==> config.mk <==
export PLATFORM = sky130hd
export DESIGN_NAME = circular_deque_flat
export DESIGN_NICKNAME = d
export VERILOG_FILES = /design/src/rtl/cdq_pkg.sv /design/src/rtl/cdq_if.sv /design/src/rtl/cdq_cell.sv /design/src/rtl/cdq_ctrl.sv /design/src/rtl/circular_deque.sv /design/src/flat_wrapper.sv
export SDC_FILE = /design/constraint.sdc
export NUM_CORES = 1
export LEC_CHECK = 0
export ABC_AREA = 1
export ABC_CLOCK_PERIOD_IN_PS = 3900
export BUFFER_PORTS_ARGS = -buffer_cell sky130_fd_sc_hd__buf_2
export CORE_UTILIZATION = 45
export CTS_CLUSTER_SIZE = 24
export DETAILED_ROUTE_END_ITERATION = 10
export PLACE_DENSITY_LB_ADDON = 0.08
export SETUP_SLACK_MARGIN = 0.2
export SYNTH_ARGS = -nofsm -noshare
export SYNTH_HDL_FRONTEND = slang
export SYNTH_SLANG_ARGS = --single-unit
==> constraint.sdc <==
create_clock -name clk -period 3.9 [get_ports clk]
set_input_delay 0.78 -clock clk [delete_from_list [all_inputs] [get_ports clk]]
set_output_delay 0.78 -clock clk [all_outputs]
set_load 0.05 [all_outputs]
==> src/rtl/cdq_pkg.sv <==
// ----------------------------------------------------------------------------
// cdq_pkg: shared types and codes of the circular deque
// Request and result field widths, operation and status codes, cell commands.
// ----------------------------------------------------------------------------
package cdq_pkg;

    localparam int FUNC_W   = 2;
    localparam int IO_W     = 32;
    localparam int STATUS_W = 2;
    localparam int FILL_W   = 5;

    // Operation codes carried by req.func
    localparam logic [FUNC_W-1:0] FUNC_INS_FRONT = 2'd0;
    localparam logic [FUNC_W-1:0] FUNC_INS_REAR  = 2'd1;
    localparam logic [FUNC_W-1:0] FUNC_REM_FRONT = 2'd2;
    localparam logic [FUNC_W-1:0] FUNC_REM_REAR  = 2'd3;

    // Status codes carried by rsp.status
    localparam logic [STATUS_W-1:0] STAT_DONE  = 2'd0;
    localparam logic [STATUS_W-1:0] STAT_FULL  = 2'd1;
    localparam logic [STATUS_W-1:0] STAT_EMPTY = 2'd2;

    // Command for one row of cells
    typedef enum logic [1:0] {
        CELL_HOLD,    // keep contents
        CELL_PUSH,    // take left neighbor, new element enters at cell 0
        CELL_POP,     // take right neighbor, cell 0 leaves
        CELL_APPEND   // cell at the tail index loads the new element
    } cell_op_t;

    typedef struct packed {
        cell_op_t op_a;   // row ordered from the front
        cell_op_t op_b;   // row ordered from the rear
    } row_cmd_t;

endpackage

==> src/rtl/cdq_if.sv <==
// ----------------------------------------------------------------------------
// cdq_if: request and result channels of the circular deque
// Valid/ready channels; a transfer happens when valid and ready are both high.
// ----------------------------------------------------------------------------
interface cdq_req_if;
    logic                                valid;
    logic                                ready;
    logic [cdq_pkg::FUNC_W-1:0]          func;
    logic signed [cdq_pkg::IO_W-1:0]     data_in;

    modport source (output valid, output func, output data_in, input ready);
    modport sink   (input valid, input func, input data_in, output ready);
endinterface

interface cdq_rsp_if;
    logic                                valid;
    logic                                ready;
    logic signed [cdq_pkg::IO_W-1:0]     data_out;
    logic [cdq_pkg::STATUS_W-1:0]        status;
    logic [cdq_pkg::FILL_W-1:0]          fill_count;

    modport source (output valid, output data_out, output status, output fill_count,
                    input ready);
    modport sink   (input valid, input data_out, input status, input fill_count,
                    output ready);
endinterface

==> src/rtl/cdq_cell.sv <==
// ----------------------------------------------------------------------------
// cdq_cell: one storage cell of a deque row
// Holds one element; shifts from a neighbor or loads at the tail per command.
// ----------------------------------------------------------------------------
module cdq_cell #(
    parameter int DATA_WIDTH = 32,
    parameter int CNT_W      = 5,
    parameter int INDEX      = 0
) (
    input  logic                  clk,
    input  cdq_pkg::cell_op_t     op,
    input  logic [CNT_W-1:0]      held,
    input  logic [DATA_WIDTH-1:0] left_data,
    input  logic [DATA_WIDTH-1:0] right_data,
    input  logic [DATA_WIDTH-1:0] elem,
    output logic [DATA_WIDTH-1:0] q
);
    import cdq_pkg::*;

    logic [DATA_WIDTH-1:0] data_reg;
    logic [DATA_WIDTH-1:0] data_next;
    logic                  tail_here;

    assign tail_here = (held == CNT_W'(INDEX));

    always_comb
    begin
        unique case (op)
            CELL_HOLD:   data_next = data_reg;
            CELL_PUSH:   data_next = left_data;
            CELL_POP:    data_next = right_data;
            CELL_APPEND: data_next = tail_here ? elem : data_reg;
        endcase
    end

    always_ff @(posedge clk)
    begin
        data_reg <= data_next;
    end

    assign q = data_reg;

endmodule

==> src/rtl/cdq_ctrl.sv <==
// ----------------------------------------------------------------------------
// cdq_ctrl: request decode, fill count and result register
// Decides status and row commands, tracks the count, holds the result.
// ----------------------------------------------------------------------------
module cdq_ctrl #(
    parameter int DEPTH      = 16,
    parameter int DATA_WIDTH = 32,
    parameter int CNT_W      = 5
) (
    input  logic                  clk,
    input  logic                  rst_n,
    cdq_req_if.sink               req,
    cdq_rsp_if.source             rsp,
    input  logic [DATA_WIDTH-1:0] head_a,
    input  logic [DATA_WIDTH-1:0] head_b,
    output cdq_pkg::row_cmd_t     cmd,
    output logic [CNT_W-1:0]      held,
    output logic [DATA_WIDTH-1:0] elem
);
    import cdq_pkg::*;

    logic                  accept;
    logic                  full;
    logic                  empty;
    logic [CNT_W-1:0]      held_reg;
    logic [CNT_W-1:0]      held_next;
    logic [STATUS_W-1:0]   stat;
    logic [DATA_WIDTH-1:0] taken;
    row_cmd_t              cmd_raw;

    logic                  out_valid_reg;
    logic [IO_W-1:0]       data_out_reg;
    logic [STATUS_W-1:0]   status_reg;
    logic [FILL_W-1:0]     fill_reg;

    assign req.ready = !out_valid_reg || rsp.ready;
    assign accept    = req.valid && req.ready;
    assign full      = (held_reg == CNT_W'(DEPTH));
    assign empty     = (held_reg == '0);
    assign elem      = DATA_WIDTH'($unsigned(req.data_in));

    always_comb
    begin
        cmd_raw.op_a = CELL_HOLD;
        cmd_raw.op_b = CELL_HOLD;
        held_next    = held_reg;
        stat         = STAT_DONE;
        taken        = '0;
        unique case (req.func)
            FUNC_INS_FRONT, FUNC_INS_REAR:
            begin
                if (full)
                begin
                    stat = STAT_FULL;
                end
                else
                begin
                    held_next = held_reg + CNT_W'(1);
                    if (req.func == FUNC_INS_FRONT)
                    begin
                        cmd_raw.op_a = CELL_PUSH;
                        cmd_raw.op_b = CELL_APPEND;
                    end
                    else
                    begin
                        cmd_raw.op_a = CELL_APPEND;
                        cmd_raw.op_b = CELL_PUSH;
                    end
                end
            end
            FUNC_REM_FRONT, FUNC_REM_REAR:
            begin
                if (empty)
                begin
                    stat = STAT_EMPTY;
                end
                else
                begin
                    // dropping the far end of the other row needs no write
                    held_next = held_reg - CNT_W'(1);
                    if (req.func == FUNC_REM_FRONT)
                    begin
                        taken        = head_a;
                        cmd_raw.op_a = CELL_POP;
                    end
                    else
                    begin
                        taken        = head_b;
                        cmd_raw.op_b = CELL_POP;
                    end
                end
            end
        endcase
    end

    always_comb
    begin
        cmd = cmd_raw;
        if (!accept)
        begin
            cmd.op_a = CELL_HOLD;
            cmd.op_b = CELL_HOLD;
        end
    end

    always_ff @(posedge clk or negedge rst_n)
    begin
        if (!rst_n)
        begin
            held_reg      <= '0;
            out_valid_reg <= 1'b0;
        end
        else
        begin
            if (accept)
            begin
                held_reg <= held_next;
            end
            if (accept)
            begin
                out_valid_reg <= 1'b1;
            end
            else if (rsp.ready)
            begin
                out_valid_reg <= 1'b0;
            end
        end
    end

    always_ff @(posedge clk)
    begin
        if (accept)
        begin
            data_out_reg <= IO_W'(taken);
            status_reg   <= stat;
            fill_reg     <= FILL_W'(held_next);
        end
    end

    assign held           = held_reg;
    assign rsp.valid      = out_valid_reg;
    assign rsp.data_out   = data_out_reg;
    assign rsp.status     = status_reg;
    assign rsp.fill_count = fill_reg;

endmodule

==> src/rtl/circular_deque.sv <==
// ----------------------------------------------------------------------------
// circular_deque: fixed-capacity double-ended queue
// Two rows of shifting cells give both ends of the queue at a fixed place.
// ----------------------------------------------------------------------------
// The deque holds up to DEPTH elements of DATA_WIDTH bits and takes one
// request per clock while results are taken: insert front, insert rear,
// remove front or remove rear. Every request yields exactly one result in
// the next cycle, carrying the status (done, full, empty), the fill count
// after the request (low five bits), and for a successful removal the
// element taken out (zero otherwise). An insert into a full deque or a
// removal from an empty one changes nothing. A request is accepted even
// while the previous result is waiting, as long as that result is taken in
// the same cycle, so the throughput is one request per cycle. Storage is
// two rows of DEPTH cells each: row A keeps the elements in order from the
// front, row B in order from the rear. Each end is therefore always found
// in cell 0 of one row, and the other row only loads or forgets at its
// tail, which each cell finds by comparing its own index with the
// broadcast fill count. No clearing is done after reset; unwritten cells
// are never returned.
// ----------------------------------------------------------------------------
module circular_deque #(
    parameter int DEPTH      = 16,
    parameter int DATA_WIDTH = 32
) (
    input  logic      clk,
    input  logic      rst_n,
    cdq_req_if.sink   req,
    cdq_rsp_if.source rsp
);
    import cdq_pkg::*;

    localparam int CNT_W = $clog2(DEPTH + 1);

    row_cmd_t              cmd;
    logic [CNT_W-1:0]      held;
    logic [DATA_WIDTH-1:0] elem;

    // Cell outputs and neighbor links of both rows
    logic [DATA_WIDTH-1:0] row_a   [DEPTH];
    logic [DATA_WIDTH-1:0] row_b   [DEPTH];
    logic [DATA_WIDTH-1:0] left_a  [DEPTH];
    logic [DATA_WIDTH-1:0] right_a [DEPTH];
    logic [DATA_WIDTH-1:0] left_b  [DEPTH];
    logic [DATA_WIDTH-1:0] right_b [DEPTH];

    // Decode requests, keep the count and hold the result
    cdq_ctrl #(
        .DEPTH      (DEPTH),
        .DATA_WIDTH (DATA_WIDTH),
        .CNT_W      (CNT_W)
    ) u_ctrl (
        .clk    (clk),
        .rst_n  (rst_n),
        .req    (req),
        .rsp    (rsp),
        .head_a (row_a[0]),
        .head_b (row_b[0]),
        .cmd    (cmd),
        .held   (held),
        .elem   (elem)
    );

    for (genvar i = 0; i < DEPTH; i++)
    begin : g_cell
        // Feed the new element into cell 0 on a push
        if (i == 0)
        begin : g_head
            assign left_a[i] = elem;
            assign left_b[i] = elem;
        end
        else
        begin : g_inner_left
            assign left_a[i] = row_a[i-1];
            assign left_b[i] = row_b[i-1];
        end

        // Hold the last cell on a pop; its old value lies beyond the tail
        if (i == DEPTH - 1)
        begin : g_tail
            assign right_a[i] = row_a[i];
            assign right_b[i] = row_b[i];
        end
        else
        begin : g_inner_right
            assign right_a[i] = row_a[i+1];
            assign right_b[i] = row_b[i+1];
        end

        cdq_cell #(
            .DATA_WIDTH (DATA_WIDTH),
            .CNT_W      (CNT_W),
            .INDEX      (i)
        ) u_cell_a (
            .clk        (clk),
            .op         (cmd.op_a),
            .held       (held),
            .left_data  (left_a[i]),
            .right_data (right_a[i]),
            .elem       (elem),
            .q          (row_a[i])
        );

        cdq_cell #(
            .DATA_WIDTH (DATA_WIDTH),
            .CNT_W      (CNT_W),
            .INDEX      (i)
        ) u_cell_b (
            .clk        (clk),
            .op         (cmd.op_b),
            .held       (held),
            .left_data  (left_b[i]),
            .right_data (right_b[i]),
            .elem       (elem),
            .q          (row_b[i])
        );
    end

    // The count never passes the capacity
    a_held_bound: assert property (@(posedge clk) disable iff (!rst_n)
        held <= CNT_W'(DEPTH))
        else $error("deque fill count above capacity");

    // Every accepted request leaves a result behind
    a_result_follows: assert property (@(posedge clk) disable iff (!rst_n)
        (req.valid && req.ready) |=> rsp.valid)
        else $error("accepted request produced no result");

    // With one element held both rows show the same head
    a_single_head: assert property (@(posedge clk) disable iff (!rst_n)
        (held == CNT_W'(1)) |-> (row_a[0] == row_b[0]))
        else $error("front and rear rows disagree on a single element");

    // A refused insert reports a full deque
    a_full_count: assert property (@(posedge clk) disable iff (!rst_n)
        (rsp.valid && rsp.status == STAT_FULL) |-> (rsp.fill_count == FILL_W'(DEPTH)))
        else $error("full status with a count below capacity");

endmodule

==> src/flat_wrapper.sv <==
// flat-port wrapper written by rule: the top's interface ports become plain ports
module circular_deque_flat import cdq_pkg::*;
#(
    parameter int DEPTH      = 16,
    parameter int DATA_WIDTH = 32
)
  (clk, rst_n, req_valid, req_func, req_data_in, req_ready, rsp_valid, rsp_data_out, rsp_status, rsp_fill_count, rsp_ready);
  cdq_req_if req_i ();
  cdq_rsp_if rsp_i ();
  input  logic clk;
  input  logic rst_n;
  input wire logic [$bits(req_i.valid)-1:0] req_valid;
  input wire logic [$bits(req_i.func)-1:0] req_func;
  input wire logic [$bits(req_i.data_in)-1:0] req_data_in;
  output wire logic [$bits(req_i.ready)-1:0] req_ready;
  output wire logic [$bits(rsp_i.valid)-1:0] rsp_valid;
  output wire logic [$bits(rsp_i.data_out)-1:0] rsp_data_out;
  output wire logic [$bits(rsp_i.status)-1:0] rsp_status;
  output wire logic [$bits(rsp_i.fill_count)-1:0] rsp_fill_count;
  input wire logic [$bits(rsp_i.ready)-1:0] rsp_ready;
  assign req_i.valid = req_valid;
  assign req_i.func = req_func;
  assign req_i.data_in = req_data_in;
  assign req_ready = req_i.ready;
  assign rsp_valid = rsp_i.valid;
  assign rsp_data_out = rsp_i.data_out;
  assign rsp_status = rsp_i.status;
  assign rsp_fill_count = rsp_i.fill_count;
  assign rsp_i.ready = rsp_ready;
  circular_deque #(.DEPTH(DEPTH), .DATA_WIDTH(DATA_WIDTH)) u_core (.clk(clk), .rst_n(rst_n), .req(req_i), .rsp(rsp_i));
endmodule
==> results.md, run 1 <==
Yosys:
- Sequential elements use 63.00% of the synthesized area.
- Ranked by instance count, the synthesized netlist is headed by 1237 x nand2_1, 1063 x edfxtp_1, 904 x nand3_1.
- The count of mapped cells out of synthesis is 4953.
- Yosys attributes the largest share of cell area to edfxtp_1 63%, nand4_1 11%, nand2_1 9.1%, nand3_1 8.9%, buf_2 2.1%.
- The most frequent cell after synthesis is nand2_1.
- The fraction of registers with async set/reset is 0.5613%.
- After synthesis, the netlist uses 29 different library cells.
- The number of enable flip-flop cells after synthesis is 1063.
- The average instance in the mapped netlist occupies 10.28 sq um.
- Yosys printed 0 warnings.
- The leading register cell type out of synthesis is edfxtp_1.
- After synthesis the cells add up to 50900 sq um.
- The number of nets handed over by synthesis was 4997.
- Counting flops and latches in the post-synthesis netlist gives 1069.
- The largest total area in the synthesized netlist belongs to edfxtp_1.
- The share of synthesized area in the top cell type comes to 62.71%.

Global route:
- Global routing used 37.47% of the available met1 tracks.
- The residual overflow from global routing is 0.
- Global routing used 23.95% of the available tracks.
- The first global-routing pass estimated 220100 um of wire.
- The via count of the first global-routing pass is 35.69k.
- The maximum number of pins on one net before global-route repair is 178.
- Global routing used 35.62% of the available met2 tracks.
- The initial antenna violation count came to 0.
- The most used routing layer is met1.
- In the global route stage, met3 resource usage came out at around 2.9%.

Power:
- The power share of the clock group is 32.3%.
- The switching power summed over all nets is 10.16 mW.
- The portion of total power attributed to sequential cells is 48.7%.
- The internal power of the cells totals 22.72 mW.
- The worst-case vdd ir drop is 0.0003586 V.
- The leakage power figure is 22.02 nW.
- The power per cell area is about 590 nW/um^2.
- The switching fraction of total power is 30.90%.
- The combinational share of power is 19.0%.

Floorplan:
- The die footprint is about 110000 sq um.
- The die is between 300 and 400 um wide.
- The starting utilization of the core area is between 40 and 50%.
- In this run the count of I/O pins placed on the die edge is 79.
- The floorplan core area is approximately 110000 sq um.
- The vertical die dimension is around 340 um.
- The row count is 123.

Timing:
- The least setup slack across all paths after layout is 0.7655 ns.
- The slew at the pin closest to its max-slew limit is 1.060 ns.
- Setup violations remaining at the end of the flow were counted as 0.
- Timing would allow up to 0.3190 GHz.
- The final hold violation count came to 0.
- The number of max-slew violations in the final report was 0.
- The routed design could run at a clock period as short as 3.134 ns.
- The final worst-path cycle share is 80.37%.
- Setup repair after global routing left no endpoint under its margin.
- The tightest slew margin relative to the limit is 29.37%.
- The worst setup skew after layout is roughly 0.033 ns.
- The aggregate negative setup slack is 0 ns.

Critical path:
- The worst reg-to-reg path cell count is 11.
- The maximum fanout along the worst path is 35.
- STA classifies the critical path endpoint as a register.
- The worst setup path category is register to register.
- The required time at the endpoint of the critical path is 4.24 ns.
- The arrival time of data at the critical path endpoint is 3.47 ns.
- The nature of the critical path startpoint is a register.

CTS:
- The clock buffer count from CTS is 118.
- The clock insertion delay at the later pin of the skew report is around 0.72 ns.
- The H-tree was split into 3 levels.
- The clock sink count is about 1.1k.
- After clock tree synthesis, the clock-pin slew on the worst setup and hold paths is 0.06 ns.
- The number of gates resized after cts is 0.
- The TritonCTS clock tree is built.
- No sink is reached through more buffers than the 3 on the longest clock path.
- The clock root buffer is clkbuf_16.

Routing:
- After the first detailed-routing iteration, the DRC count stood at 5132.
- In this run the remaining antenna-violating nets after routing total 0.
- The DRC violation count after routing is 0.
- In the final routed layout, each cell accounts on average for 22.32 um.
- The routed layout has 38.72k vias.
- In the routed layout, each cell is associated on average with a via count of 6.103.
- The final wirelength is 141600 um.
- The first detailed-routing pass ran for 6 iterations.

Placement:
- Including well taps, the total number of placed cells is ~6k.
- Buffers placed on the I/O ports in this run total just under 80.
- At the placement stage, the worst setup path has a slack of approximately 0.65 ns.
- The half-perimeter wire length of the detailed placement result is a little under 80000 um.
- The final RePlAce weighted congestion is 0.8040.

Outcome:
- The flow ran to the end, and the final reports show no timing, DRC or antenna violations.

Finish:
- The layout overhead on the synthesized area is 9.714%.
- The fraction of final layout cells sized beyond drive strength 1 is 8.196%.
- The count of placed standard cells in the final layout, fillers left out is 6344.
- The net count reported at finish is 4789.
- 0 antenna diodes ended up in the layout.

Hold path:
- The worst hold path stage count is 3.
- The path category of the worst min-delay check is primary input to register.

Run:
- The max-cap check violation count is 0.
## per-layer routing
| layer | vias to the layer above | wire length [um] |
|---|---|---|
| met5 | - | 0 |
| met4 | 0 | 2301 |
| met3 | 166 | 7937 |
| met2 | 1304 | 63260 |
| met1 | 19300 | 68120 |
| li1 | 17950 | - |
## timing repair
item | 4_1_cts | 5_1_grt
hold buffers | 1 | 0
hold endpoints to repair | 6 | 0
buffers inserted | 0 | 0
## final cells by class
| type | count | area (sq um) |
|---|---|---|
| Timing Repair Buffer | 174 | 1539 |
| Clock inverter | 57 | 347.8 |
| Clock buffer | 162 | 3252 |
| Multi-Input combinational cell | 3269 | 16340 |
| Tap cell | 1500 | 1877 |
| Fill cell | 10420 | 56500 |
| Sequential cell | 1069 | 32070 |
| Inverter | 113 | 424.2 |
## worst max-delay path, cell delays in order (launching register included)
cell and delay [ns]:
dfrtp_1 0.42, inv_1 0.20, ha_1 0.23, nand2_1 0.06, inv_1 0.09, nand2_4 0.09, nand4_1 0.10, buf_4 0.21
buf_4 0.52, nor2_1 0.16, nor2_4 0.13, buf_4 0.54
## per-stage QoR
stage	cell area [sq um]	util, %	hold WS [ns]	power [mW]
after floorplan	50910	-	0.4844	20.28
after global placement	52240	46.50	0.5292	22.35
after detailed placement	52240	46.50	0.5361	22.44
after CTS	55850	49.71	0.3048	33.08
after global routing	55850	49.71	0.3245	34.32
final	55850	49.71	0.3488	32.88
## worst paths after layout
check | end | slack [ns] | from
setup / recovery | u_core.g_cell[13].u_cell_b.q[16] | 0.77 | u_core.u_ctrl.held[0]
hold reg to reg | u_core.g_cell[2].u_cell_b.q[27] | 0.54 | u_core.g_cell[1].u_cell_b.q[27]
setup reg to reg | u_core.g_cell[13].u_cell_b.q[16] | 0.77 | u_core.u_ctrl.held[0]
hold / removal | u_core.u_ctrl.rsp.valid | 0.35 | req_valid
min in group asynchronous | u_core.u_ctrl.held[3] | 0.47 | rst_n
max in group asynchronous | u_core.u_ctrl.held[1] | 3.23 | rst_n
## power groups by stage
stage | Combinational (mW) | Clock (mW) | Sequential, mW
after floorplan | 4.19 | 0 | 16.1
after global placement | 6.19 | 0 | 16.2
after detailed placement | 6.24 | 0 | 16.2
after CTS | 6.26 | 10.8 | 16.0
after global routing | 6.88 | 11.3 | 16.2
final | 6.26 | 10.6 | 16.0
## cells in the final DEF, fill, tap and decap left out, drive strengths merged
master / netlist / layout
and2: 1 / 1
clkinvlp: 0 / 3
nor2: 50 / 50
nand4: 898 / 898
clkbuf: 247 / 162
xor2: 2 / 2
xnor2: 1 / 1
dlygate4sd3: 0 / 1
inv: 113 / 106
nand2: 1270 / 1270
buf: 255 / 173
nand3: 907 / 907
dfrtp: 6 / 6
bufinv: 0 / 3
clkinv: 0 / 58
ha: 6 / 6
a21oi: 34 / 34
o21ai: 100 / 100
edfxtp: 1063 / 1063
## cells by family (layout without fill, tap and decap cells)
| family | Yosys count | in the layout | synth area share, % |
|---|---|---|---|
| adders and majority gates | 6 | 6 | 0.1475 |
| AOI/OAI and AO/OA | 134 | 134 | 1.340 |
| DFF | 1069 | 1069 | 63.00 |
| xor gates and xnor gates | 3 | 3 | 0.05163 |
| and+or+nand+nor | 3126 | 3126 | 30.19 |
| buffers and inverters | 615 | 506 | 5.270 |
Note: power is estimated with default switching activity, not from simulation.
==> run 2: changes to the inputs <==
Settings changed: ABC_AREA 1 to 0, ABC_CLOCK_PERIOD_IN_PS 3900 to 2960.
Clock period 3.9 ns to 2.96 ns, I/O delays scaled along.
==> run 2 against run 1 <==
Sequential power rose by 21%; critical path type unchanged; non-clock buffer count rose by 103; critical path depth fell by 3; highest routed layer is now met5; routed wire length fell by 4.6%; first-iteration DRC count fell by 9.7%.
==> results.md, run 2 <==
Yosys:
- The average cell area after synthesis is 12.72 sq um (+24%).
- The post-synthesis compound-gate area fraction came to 20.86% (+20 points).
- The biggest area consumer among synthesized cells is edfxtp_1.
- The number of warnings issued by yosys was 0 (unchanged).
- The cell area after synthesis is 47690 sq um (-6.3%).
- The fraction of the mapped netlist area in adder cells is 0.1574% (+0.0099 points).
- The fraction of synthesized cell area in xor and xnor cells came to 0.07345% (+0.022 points).
- The total nets after synthesis is 3793 (-24%).
- The area share of the largest cell type after synthesis is 66.93% (+4.2 points).
- The fraction of synthesized area in multiplexers is 1.317% (+1.3 points).
- The most used flip-flop cell after synthesis is edfxtp_1.
- The sequential share of the synthesized area is 67.24% (+4.2 points).
- The combinational family with the most area after synthesis is compound AO/OA/AOI/OAI gates.
- Sorting the synthesized cells by area gives the leading types as edfxtp_1 67%, a221o_1 9.4%, a21oi_1 5.4%, o21ai_0 4.4%, nand2_1 4.2%.
- The number of enable flip-flop cells after synthesis is 1063 (unchanged).
- In the post-synthesis netlist, the cell with the most instances is edfxtp_1.
- The register bit count reported by yosys came to 1069 (unchanged).
- The distinct cell type count after synthesis is 53 (+83%).
- The fraction of registers with async set/reset is 0.5613% (unchanged).
- The simple logic cell fraction of the synthesized area is 6.008% (-24 points).
- The count of mapped cells out of synthesis is 3749 (-24%).
- After synthesis, the most frequently instantiated cells are 1063 x edfxtp_1, 531 x nand2_1, 512 x a21oi_1.

Power:
- The portion of total power attributed to sequential cells is 48.6% (about the same).
- The internal power was 29.22 mW (+29%).
- The switching fraction of total power was 26.50% (-4.4 points).
- The combinational share of power is 15.3% (-3.7 points).
- The worst-case vdd ir drop was 0.0004993 V (+39%).
- The power per cell area is 727.3 nW/um^2 (+24%).
- The power share of the clock group is 36.0% (+3.7 points).
- The leakage power figure came to 19.25 nW (-13%).
- The switching power summed over all nets came to 10.54 mW (+3.7%).

Timing:
- The least setup slack across all paths after layout is 0.1655 ns (-0.6001 ns).
- The slew at the pin closest to its max-slew limit came to 0.7310 ns (-0.3286 ns).
- The aggregate negative setup slack came to 0 ns (unchanged).
- The tightest slew margin relative to the limit came to 51.27% (+22 points).
- Setup repair after global routing could not meet its margin everywhere.
- The final critical path time including I/O delays and setup is 2.795 ns (-0.3399 ns).
- The highest achievable clock rate is 0.3578 GHz (+12%).
- The number of max-slew violations in the final report is 0 (unchanged).
- The worst setup skew after layout is 0.02082 ns (-0.01182 ns).
- The final number of setup-violating endpoints is 0 (unchanged).
- The final hold violation count is 0 (unchanged).
- The final worst-path cycle share is 94.41% (+14 points).

Floorplan:
- The width of the die is 327.6 um (-3.2%).
- The floorplan core area is 105100 sq um (-6.4%).
- The number of top-level pins was 79 (unchanged).
- The starting utilization of the core area is 45.37% (+0.062 points).
- The row count is 119 (-3.3%).
- The vertical die dimension is 327.6 um (-3.2%).
- The die footprint is 107300 sq um (-6.3%).

Routing:
- The via total after detailed routing is 33.16k (-14%).
- The via density per instance is 6.350 (+4.0%).
- The number of DRC violations after detailed-routing iteration 0 is 4633 (-9.7%).
- The number of antenna-violating nets in the routed design came to 0 (unchanged).
- The mean routed wirelength per cell is 25.86 um (+16%).
- The number of iterations in the first detailed-routing pass is 6 (unchanged).
- The final wirelength is 135100 um (-4.6%).
- The DRC violation count after routing is 0 (unchanged).

CTS:
- The clock sink count was 1069 (unchanged).
- The clock slew at the register clock pins of the worst setup and hold paths is 0.07 ns (about the same).
- The worst-case clock buffer depth is 3 (unchanged).
- The clock root buffer is clkbuf_16.
- The clock insertion delay at the later pin of the skew report is 0.69 ns (-0.03 ns).
- The clock buffer count from CTS is 115 (-2.5%).
- The H-tree depth reported by CTS is 3 (unchanged).
- TritonCTS built the clock tree.

Global route:
- The maximum number of pins on one net before global-route repair is 136 (-24%).
- The residual overflow from global routing is 0 (unchanged).
- The global-route wire length before repair is 197900 um (-10%).
- The global router's overall resource usage is 24.10% (+0.15 points).
- The via count of the first global-routing pass is 31.00k (-13%).
- The initial antenna violation count is 6 (+6).

Finish:
- The net count reported at finish was 3784 (-21%).
- The final instance area is 54660 sq um (-2.1%).
- The count of antenna diodes in the layout is 0 (unchanged).
- The number of filler instances in the final layout was 9054 (-13%).
- From synthesis to final layout, the design area changed by 14.60%.
- In the layout the commonest cells are 1063 x edfxtp_1, 530 x nand2_1, 482 x a21oi_1.
- The fraction of final layout cells sized beyond drive strength 1 was 15.11% (+6.9 points).
- The most common cell after layout, fill and taps aside is edfxtp_1.
- The core utilization of the finished layout came to 51.99% (+2.3 points).

Placement:
- The half-perimeter wire length of the detailed placement result was 77150 um (+0.14%).
- The minimum setup slack after placement was 0.08957 ns (-0.5635 ns).
- The final RePlAce weighted congestion is 0.8274 (+2.9%).
- The quantity of I/O buffers inserted on ports is 78 (unchanged).
- The cell area reported after detailed placement is 50370 sq um (-3.6%).

Critical path:
- The maximum fanout along the worst path is 118 (+240%).
- The worst reg-to-reg path cell count is 8 (-3).
- The capturing element type of the critical path is a register.
- The required time at the endpoint of the critical path is 3.47 ns (-0.77 ns).
- By startpoint and endpoint, the worst setup path is classified as register to register.
- The arrival time of data at the critical path endpoint is 3.30 ns (-0.17 ns).
- The worst setup path is launched from a register.

Run:
- The max-cap check violation count is 0 (unchanged).

Hold path:
- The path category of the worst min-delay check is primary input to register.
- The worst hold path stage count is 4 (+1).

Outcome:
- The flow ran to the end, and the final reports show no timing, DRC or antenna violations.
==> run 2: cell types whose count changed after synthesis, moves of 54 or more <==
cell / previous run / this run
nand4_1: 898 / 0
nand3_1: 904 / 37
mux2_2: 0 / 54
nand2_1: 1237 / 531
o21ai_0: 99 / 416
a21oi_1: 33 / 512
a221o_1: 0 / 448
clkbuf_1: 247 / 159
inv_1: 112 / 37
o21ai_1: 1 / 68
==> run 2: cell type report <==
type,count,area (sq um),area share (%)
flip-flops and latches,1069,32070,58.68
well taps,1391,1740,3.184
clock inverters,68,676.9,1.238
multi-input cells,2238,14010,25.63
clock buffers,140,3014,5.515
repair buffers,277,2992,5.474
inverters,39,150.1,0.2747
==> run 2: repair_timing <==
| action | 4_1_cts | 5_1_grt |
|---|---|---|
| gates resized for setup | 7 | 38 |
| endpoints found under the hold margin | 6 | 0 |
| setup endpoints to repair | 723 | 807 |
| setup buffers | 14 | 8 |
| pin swaps | 3 | 5 |
| cloned | 0 | 8 |
| hold buffers | 1 | 0 |
==> run 2: metrics by stage <==
step	hold WS (ns)	std cells	total power [mW]
2_1_floorplan	0.2964	3749	23.25
3_3_place_gp	0.4318	4983	25.22
3_5_place_dp	0.4283	4983	25.44
4_1_cts	0.1885	5206	39.84
5_1_grt	0.2381	5222	41.22
6_report	0.2336	5222	39.75
==> run 2: power groups by stage <==
stage	clock [mW]	combinational, mW	sequential, mW
floorplan	0	3.70	19.6
global placement	0	5.67	19.6
detailed placement	0	5.84	19.6
CTS	14.6	5.89	19.3
global route	15.2	6.61	19.5
finish	14.3	6.10	19.3
==> run 2: final timing paths <==
check	start	to	slack (ns)
min in group asynchronous	rst_n	u_core.u_ctrl.rsp.valid	0.27
max reg2reg	u_core.u_ctrl.held[1]	u_core.g_cell[12].u_cell_b.q[28]	0.17
max in group asynchronous	rst_n	u_core.u_ctrl.rsp.valid	2.53
min reg2reg	u_core.g_cell[15].u_cell_a.q[8]	u_core.g_cell[14].u_cell_a.q[8]	0.55
min	rsp_ready	u_core.u_ctrl.rsp.valid	0.23
max	u_core.u_ctrl.held[1]	u_core.g_cell[12].u_cell_b.q[28]	0.17
==> run 2: kinds of logic after synthesis <==
family                     after synthesis
xor gates and xnor gates                 4
and+or+nand+nor                        669
AOI/OAI and AO/OA                     1503
muxes                                   56
DFF                                   1069
adders and majority gates                6
buffers and inverters                  442
==> run 2: per-layer routing <==
metal  GRT usage [%]  up-vias  wire length [um]  part of all wire [%]
li1                -    14660                 -                     -
met1           36.14    16730             60230                    45
met2           35.88     1585             60690                    45
met3           4.396      179             11650                   8.6
met4           6.461        8              2439                   1.8
met5               0        -                52                 0.039
==> run 2: critical path, cell delays in order, from the launching register on <==
cell and delay (ns):
dfrtp_1 0.41, inv_2 0.14, ha_2 0.26, and4bb_2 0.27, or2_4 0.17, buf_16 0.32, buf_16 0.40, a21oi_1 0.12
o21ai_0 0.22
